[config.mk]
export PLATFORM = sky130hd
export DESIGN_NAME = weo_ctrl
export DESIGN_NICKNAME = d
export VERILOG_FILES = /design/src/rtl/weo_pkg.sv /design/src/rtl/weo_ctrl.sv
export SDC_FILE = /design/constraint.sdc
export NUM_CORES = 1
export LEC_CHECK = 0
export CAP_MARGIN = 25
export CORE_AREA = 2 2 39 41
export CTS_CLUSTER_DIAMETER = 200
export DETAILED_ROUTE_END_ITERATION = 6
export DIE_AREA = 0 0 41 43
export DONT_BUFFER_PORTS = 1
export SLEW_MARGIN = 20
export SYNTH_ARGS = -nofsm -noshare
export SYNTH_HDL_FRONTEND = slang
export SYNTH_SLANG_ARGS = --single-unit
[constraint.sdc]
create_clock -name clk_i -period 2.85 [get_ports clk_i]
set_clock_uncertainty 0.05 [all_clocks]
set_input_delay 0.855 -clock clk_i [delete_from_list [all_inputs] [get_ports clk_i]]
set_output_delay 0.855 -clock clk_i [all_outputs]
set_load 0.005 [all_outputs]
[src/rtl/weo_pkg.sv]
// Shared types, constants and tables for the wheel encoder odometry block.
package weo_pkg;

  localparam int unsigned CountBits   = 16;
  localparam int unsigned CordicSteps = 16;
  localparam int unsigned StepBits    = $clog2(CordicSteps + 1);

  localparam logic [1:0] KindSample = 2'd0;
  localparam logic [1:0] KindRead   = 2'd1;
  localparam logic [1:0] KindClear  = 2'd2;

  localparam logic [0:0] RegCmPerPulse   = 1'd0;
  localparam logic [0:0] RegHeadingGain  = 1'd1;

  localparam logic signed [33:0] CordicX0 = 34'sd652032874;

  // Controller states.
  typedef enum logic [2:0] {
    StIdle,
    StDist,
    StTurn,
    StHead,
    StCordic,
    StMulX,
    StMulY,
    StOut
  } state_e;

  // Commands from the controller to the datapath.
  typedef struct packed {
    logic sample;
    logic clear;
    logic dist_calc;
    logic turn;
    logic head;
    logic cordic_step;
    logic mul_x;
    logic mul_y;
    logic finish;
  } cmd_t;

  // Arctangent of 2^-i as a 32-bit binary angle.
  function automatic logic [31:0] atan_lookup(input logic [4:0] idx);
    logic [31:0] r;
    unique case (idx)
      5'd0:  r = 32'd536870912;
      5'd1:  r = 32'd316933406;
      5'd2:  r = 32'd167458907;
      5'd3:  r = 32'd85004756;
      5'd4:  r = 32'd42667331;
      5'd5:  r = 32'd21354465;
      5'd6:  r = 32'd10679838;
      5'd7:  r = 32'd5340245;
      5'd8:  r = 32'd2670163;
      5'd9:  r = 32'd1335087;
      5'd10: r = 32'd667544;
      5'd11: r = 32'd333772;
      5'd12: r = 32'd166886;
      5'd13: r = 32'd83443;
      5'd14: r = 32'd41722;
      5'd15: r = 32'd20861;
      5'd16: r = 32'd10430;
      5'd17: r = 32'd5215;
      5'd18: r = 32'd2608;
      5'd19: r = 32'd1304;
      5'd20: r = 32'd652;
      5'd21: r = 32'd326;
      5'd22: r = 32'd163;
      5'd23: r = 32'd81;
      default: r = 32'd0;
    endcase
    return r;
  endfunction

endpackage

[src/rtl/weo_ctrl.sv]
// Controller state machine that passes on sample and clear beats and sequences each read beat through the datapath.
module weo_ctrl
  import weo_pkg::*;
(
  input  logic       clk_i,
  input  logic       rst_ni,
  input  logic       in_valid_i,
  input  logic [1:0] in_kind_i,
  output logic       in_ready_o,
  input  logic       out_busy_i,
  output cmd_t       cmd_o
);

  state_e              state_q, state_d;
  logic [StepBits-1:0] step_q, step_d;

  // State and step counter registers.
  always_ff @(posedge clk_i or negedge rst_ni) begin
    if (!rst_ni) begin
      state_q <= StIdle;
      step_q  <= '0;
    end else begin
      state_q <= state_d;
      step_q  <= step_d;
    end
  end

  // Next state and commands.
  always_comb begin
    state_d    = state_q;
    step_d     = step_q;
    cmd_o      = '0;
    in_ready_o = 1'b0;
    unique case (state_q)
      StIdle: begin
        in_ready_o = 1'b1;
        if (in_valid_i) begin
          if (in_kind_i == KindSample) cmd_o.sample = 1'b1;
          if (in_kind_i == KindClear)  cmd_o.clear  = 1'b1;
          if (in_kind_i == KindRead)   state_d      = StDist;
        end
      end
      StDist: begin
        cmd_o.dist_calc = 1'b1;
        state_d         = StTurn;
      end
      StTurn: begin
        cmd_o.turn = 1'b1;
        state_d    = StHead;
      end
      StHead: begin
        cmd_o.head = 1'b1;
        step_d     = '0;
        state_d    = StCordic;
      end
      StCordic: begin
        cmd_o.cordic_step = 1'b1;
        step_d            = step_q + 1'b1;
        if (step_q == StepBits'(CordicSteps - 1)) state_d = StMulX;
      end
      StMulX: begin
        cmd_o.mul_x = 1'b1;
        state_d     = StMulY;
      end
      StMulY: begin
        cmd_o.mul_y = 1'b1;
        state_d     = StOut;
      end
      StOut: begin
        if (!out_busy_i) begin
          cmd_o.finish = 1'b1;
          state_d      = StIdle;
        end
      end
      default: state_d = StIdle;
    endcase
  end

endmodule

==> flow_summary.ini, run 1 <==
[synthesis]
ys_top_cells_by_area = dfrtp_1 (35%), ha_1 (13%), nand2_1 (5.3%)
synth_edf_count = 0
synthFlopType = dfrtp_1
yosys_warnings = 0
synth.distinct_cells = 29
yosysTopAreaCell = dfrtp_1
syn_area_per_cell_um2 = 9.16
synthArstFlopShare_pct = 100
syn-cell-area_um2 = 568
ys_ff_latch = 8
yosys.area.top_type_share_pct = 35.2
syn_inst = 62
synthesis.nets = 74
yosysSeqAreaShare_pct = 35.2

[grt]
grt_pass1_wl_um = 1500
antenna_found_initial = 0
grt_overflow = 0
grt_start_max_net_pins = 13
grt_util_all_layers_pct = 12.6
grt_pass1_vias = 375

[timing]
worst_pin_slew_ns = 0.324
finalWorstPathRequiredPeriod_ns = 2.41
setup-tns-final_ns = 0
relSlewSlack_pct = 78.4
clock.fmax_ghz = 0.416
grt_setup_unrepaired = no
post-route-period-util_pct = 84.4
setup_viol = 0
maxSlewViolCount = 0
hold_viol = 0

[die]
die_y_um = 43
die_area_um2 = 1760
pin_count = 16
rows = 14
core_area_um2 = 1380
start_util_pct = 41.0
die_x_um = 41

[pwr]
p_leak_uw = 0.000294
swShare_pct = 41.8
ir_drop_mv = 0.331
seqPwrFrac_pct = 35.7
clock_power_share_pct = 15.7
switching_power_uw = 223
p_per_area_nw_per_um2 = 890
internal-power_uw = 311
p_comb_share_pct = 48.6

[setup_path]
cp_num_buf_inv = 1
cp_data_arrival_time_ns = 1.50
crit_required_ns = 1.95
rrSetupSlack_ns = 1.26
crit_family = simple AND/OR/NAND/NOR gates
critPathCaptureType = output port
max_stage_delay_ns = 0.40
crit_type = reg -> out
path_cells = inv_1 -> ha_1 -> and2b_1 -> and4b_1
crit_slowest_cell = dfrtp_1
startpoint_type = register
crit_fanout = 7

[clocking]
cts_buffer_depth = 2
root_buffer = clkbuf_4
ctsHoldBuffers = 0
cts_resized = 0
insertion_delay_ns = 0.25
postCtsSetupRepairBufs = 0
cts_htree_levels = 1
clk_pin_slew_ns = 0.05
numClockSinks = 8
cts_tree = done
numCtsBuffers = 3

[final_layout]
fin_nets = 78
antenna_cells = 0
instances_no_fill = 80
drive_gt1_share_pct = 12.5
area_delta_synth_final_pct = 5.51

[placed_design]
io_buffers = 0
dp.cells = 77
gp_congestion = 0.698
dp_hpwl_um = 759

[route]
drc = 0
drt-total-wl_um = 933
drtIter0Drc = 5
via_per_inst = 5.46
final_antenna_net_count = 0
vias = 437
firstDrtPassIters = 4
avgRoutedWirePerCell_um = 11.7

[run_status]
status = finished clean

[hold_path]
worstHoldPathType = in -> async

[job]
cap_violations = 0
path summary, 6_finish.rpt:
check | end | start | cells after the start
min in group clk_i | step_q[3]$_DFFE_PN0P_ | step_q[3]$_DFFE_PN0P_ | 1
setup reg to reg | state_q[1]$_DFFE_PN0P_ | step_q[0]$_DFFE_PN0P_ | 6
setup / recovery | cmd_o[7] | state_q[0]$_DFFE_PN0P_ | 4
hold reg to reg | step_q[3]$_DFFE_PN0P_ | step_q[3]$_DFFE_PN0P_ | 1
max in group asynchronous | step_q[4]$_DFFE_PN0P_ | rst_ni | 0
hold / removal | state_q[0]$_DFFE_PN0P_ | rst_ni | 0
sequential cells by signal, summed over array words and instances, names as in the netlist:
register / count
step_q: 5
state_q: 3
cells by family (layout without fill, tap and decap cells):
logic type,count (synthesis),after routing,synth area share [%]
compound gates,13,13,14.5
fa+ha+maj,6,6,13.2
buf+inv,5,7,4.62
flops,8,8,35.2
simple gates,30,30,32.4
power groups by stage:
stage | sequential (µW) | combinational, µW | clock, µW
4_1_cts | 191 | 266 | 89.8
5_1_grt | 200 | 304 | 93.8
6_report | 190 | 259 | 83.8
3_3_place_gp | 191 | 261 | 0
2_1_floorplan | 174 | 243 | 0
3_5_place_dp | 193 | 264 | 0
through the flow:
stage | utilization, % | hold slack (ns) | worst slack (ns) | total power [µW] | area [µm²]
after detailed placement | 41.7 | 0.419 | 0.707 | 456 | 577
after floorplan | - | 0.388 | 0.826 | 417 | 568
after global routing | 43.3 | 0.230 | 0.330 | 598 | 599
after global placement | 41.7 | 0.417 | 0.761 | 452 | 577
after CTS | 43.3 | 0.233 | 0.423 | 547 | 599
final | 43.3 | 0.246 | 0.443 | 534 | 599
Yosys cell counts, types with 2 or more instances:
| library cell | count |
|---|---|
| o21ai_0 | 3 |
| o21ai_1 | 3 |
| nand2_1 | 8 |
| inv_1 | 3 |
| ha_1 | 6 |
| nor2b_1 | 4 |
| nor2_1 | 4 |
| a21oi_1 | 2 |
| and2_1 | 2 |
| dfrtp_1 | 8 |
cell type report:
type	count	area [µm²]
fillers	147	785
multi-input cells	49	342
flip-flops and latches	8	200
clock buffers	3	22.5
well taps	16	20.0
inverters	4	15.0
per-layer routing:
metal  vias up  share of wire [%]  track usage, %
li1        222                  -               -
met1       200                 46            16.2
met2        13                 45            18.4
met3         2                6.4            2.62
met4         0                2.3            8.00
met5         -                  0               0
cells in the final DEF (no fill, tap or decap), drive strengths merged:
cell / instances
and4bb: 1
and2: 3
nand4: 1
and4b: 1
o21ai: 7
a22o: 1
a31o: 1
nor3: 1
o41ai: 1
nor2: 5
or3: 1
dfrtp: 8
inv: 4
nand2: 8
nand3b: 2
a21oi: 2
nand3: 1
and3: 1
clkbuf: 3
and2b: 1
ha: 6
nor2b: 4
a211oi: 1
worst reg2reg max path, stage by stage, from the launching register on:
cell     delay, ns
dfrtp_1       0.40
ha_1          0.23
and3_1        0.19
ha_1          0.17
nor2b_1       0.13
o21ai_2       0.09
a31o_1        0.22
No activity file was read; power rests on OpenSTA's default activity.
==> inputs of run 2 (changes only) <==
- clock period: 2.85 -> 2.4 ns (I/O delays scaled with it)
==> flow_summary.ini, run 2 (synthesized netlist as in run 1, its figures left out) <==
[run_status]
status = finished clean

[clocking]
numClockSinks = 8
numCtsBuffers = 3
cts_resized = 0
cts_buffer_depth = 2
root_buffer = clkbuf_4
ctsHoldBuffers = 0
cts_tree = done
insertion_delay_ns = 0.25
postCtsSetupRepairBufs = 0
cts_htree_levels = 1
clk_pin_slew_ns = 0.05

[grt]
top_usage_layer = met2
use_met1_pct = 16.2
grtUsageMet2_pct = 18.1
grt_pass1_wl_um = 1480
antenna_found_initial = 0
grt_util_all_layers_pct = 12.7
grt_pass1_vias = 373
grt_start_max_net_pins = 13
grt_overflow = 0
use_met3_pct = 2.09

[pwr]
internal-power_uw = 368
clock_power_share_pct = 15.5
power.total_uw = 630
seqPwrFrac_pct = 35.8
switching_power_uw = 262
p_per_area_nw_per_um2 = 1050
swShare_pct = 41.6
ir_drop_mv = 0.454
p_leak_uw = 0.000294
p_comb_share_pct = 48.7

[timing]
post-route-period-util_pct = 94.1
setup-tns-final_ns = 0
maxSlewViolCount = 0
relSlewSlack_pct = 76.8
grt_setup_unrepaired = no
clock.fmax_ghz = 0.443
setup_viol = 0
layout_setup_ws_ns = 0.141
finalWorstPathRequiredPeriod_ns = 2.26
hold_viol = 0
worst_pin_slew_ns = 0.348

[setup_path]
cp_data_arrival_time_ns = 1.49
crit_required_ns = 1.63
max_stage_delay_ns = 0.41
startpoint_type = register
critPathLaunch = state_q[0]$_DFFE_PN0P_
crit_type = reg -> out
regToRegStartpoint = step_q[0]$_DFFE_PN0P_
rrSetupSlack_ns = 0.81
cp_num_buf_inv = 1
crit_slowest_cell = dfrtp_1
path_cells = inv_1 -> ha_1 -> and2b_1 -> and4b_1
critPathCaptureType = output port
crit_fanout = 7
crit_family = simple AND/OR/NAND/NOR gates

[final_layout]
regMostFlops = step_q
antenna_cells = 0
seqCellArea_um2 = 200
nFillCells = 146
fin_nets = 78
fin_util_pct = 43.3
area_delta_synth_final_pct = 5.51
reg_top3 = step_q: 5 flops, state_q: 3 flops
drive_gt1_share_pct = 12.5
multi_input_area_um2 = 342
most-common-layout-cells = nand2_1 (8), dfrtp_1 (8), ha_1 (6), nor2b_1 (4), nor2_1 (4)
fin_area_um2 = 599
largest_reg_flops = 5

[die]
pin_count = 16
die_area_um2 = 1760
die_y_um = 43
start_util_pct = 41.0
die_x_um = 41
core_area_um2 = 1380
rows = 14

[route]
avgRoutedWirePerCell_um = 11.8
drtIter0Drc = 0
vias = 416
drt-total-wl_um = 944
via_per_inst = 5.20
firstDrtPassIters = 1
final_antenna_net_count = 0
drc = 0

[hold_path]
worstHoldPathType = in -> async

[placed_design]
gp_congestion = 0.697
pre_cts_slack_ns = 0.398
dp_hpwl_um = 776
place_area_um2 = 577
io_buffers = 0

[job]
cap_violations = 0
## run 2: path summary, 6_finish.rpt
check / endpoint / cells past startpoint
max in group asynchronous: step_q[0]$_DFFE_PN0P_ / 0
min: state_q[0]$_DFFE_PN0P_ / 0
max reg2reg: state_q[1]$_DFFE_PN0P_ / 6
max: cmd_o[7] / 4
min in group clk_i: step_q[3]$_DFFE_PN0P_ / 1
min reg2reg: step_q[3]$_DFFE_PN0P_ / 1
## run 2: worst reg2reg max path, delay by kind of cell (launching register included)
family / cells / cell delay (ns)
flops: 1 / 0.40
fa+ha+maj: 2 / 0.40
simple gates: 2 / 0.33
compound gates: 2 / 0.32
## run 2: power groups by stage
stage / Sequential (µW) / Combinational (µW) / Clock (µW)
floorplan: 206 / 288 / 0
global placement: 227 / 310 / 0
detailed placement: 229 / 310 / 0
CTS: 227 / 312 / 105
global route: 236 / 355 / 111
finish: 226 / 307 / 97.5
## run 2: routing by layer
metal  routed length (µm)  up-vias
met5                    0        -
met1                  431      184
met3                   61        2
li1                     -      219
met4                    6        0
met2                  444       11
## run 2: final cells by class
cell class	instances	share of cell area [%]
sequential	8	33.4
clock buffer	3	3.76
tap	16	3.34
inverter	4	2.51
multi-input combinational	49	57.0
## run 2: metrics by stage
stage | instances | hold WS, ns
finish | 80 | 0.114
global route | 80 | 0.0949
CTS | 80 | 0.101
detailed placement | 77 | 0.375
global placement | 77 | 0.375
floorplan | 62 | 0.374
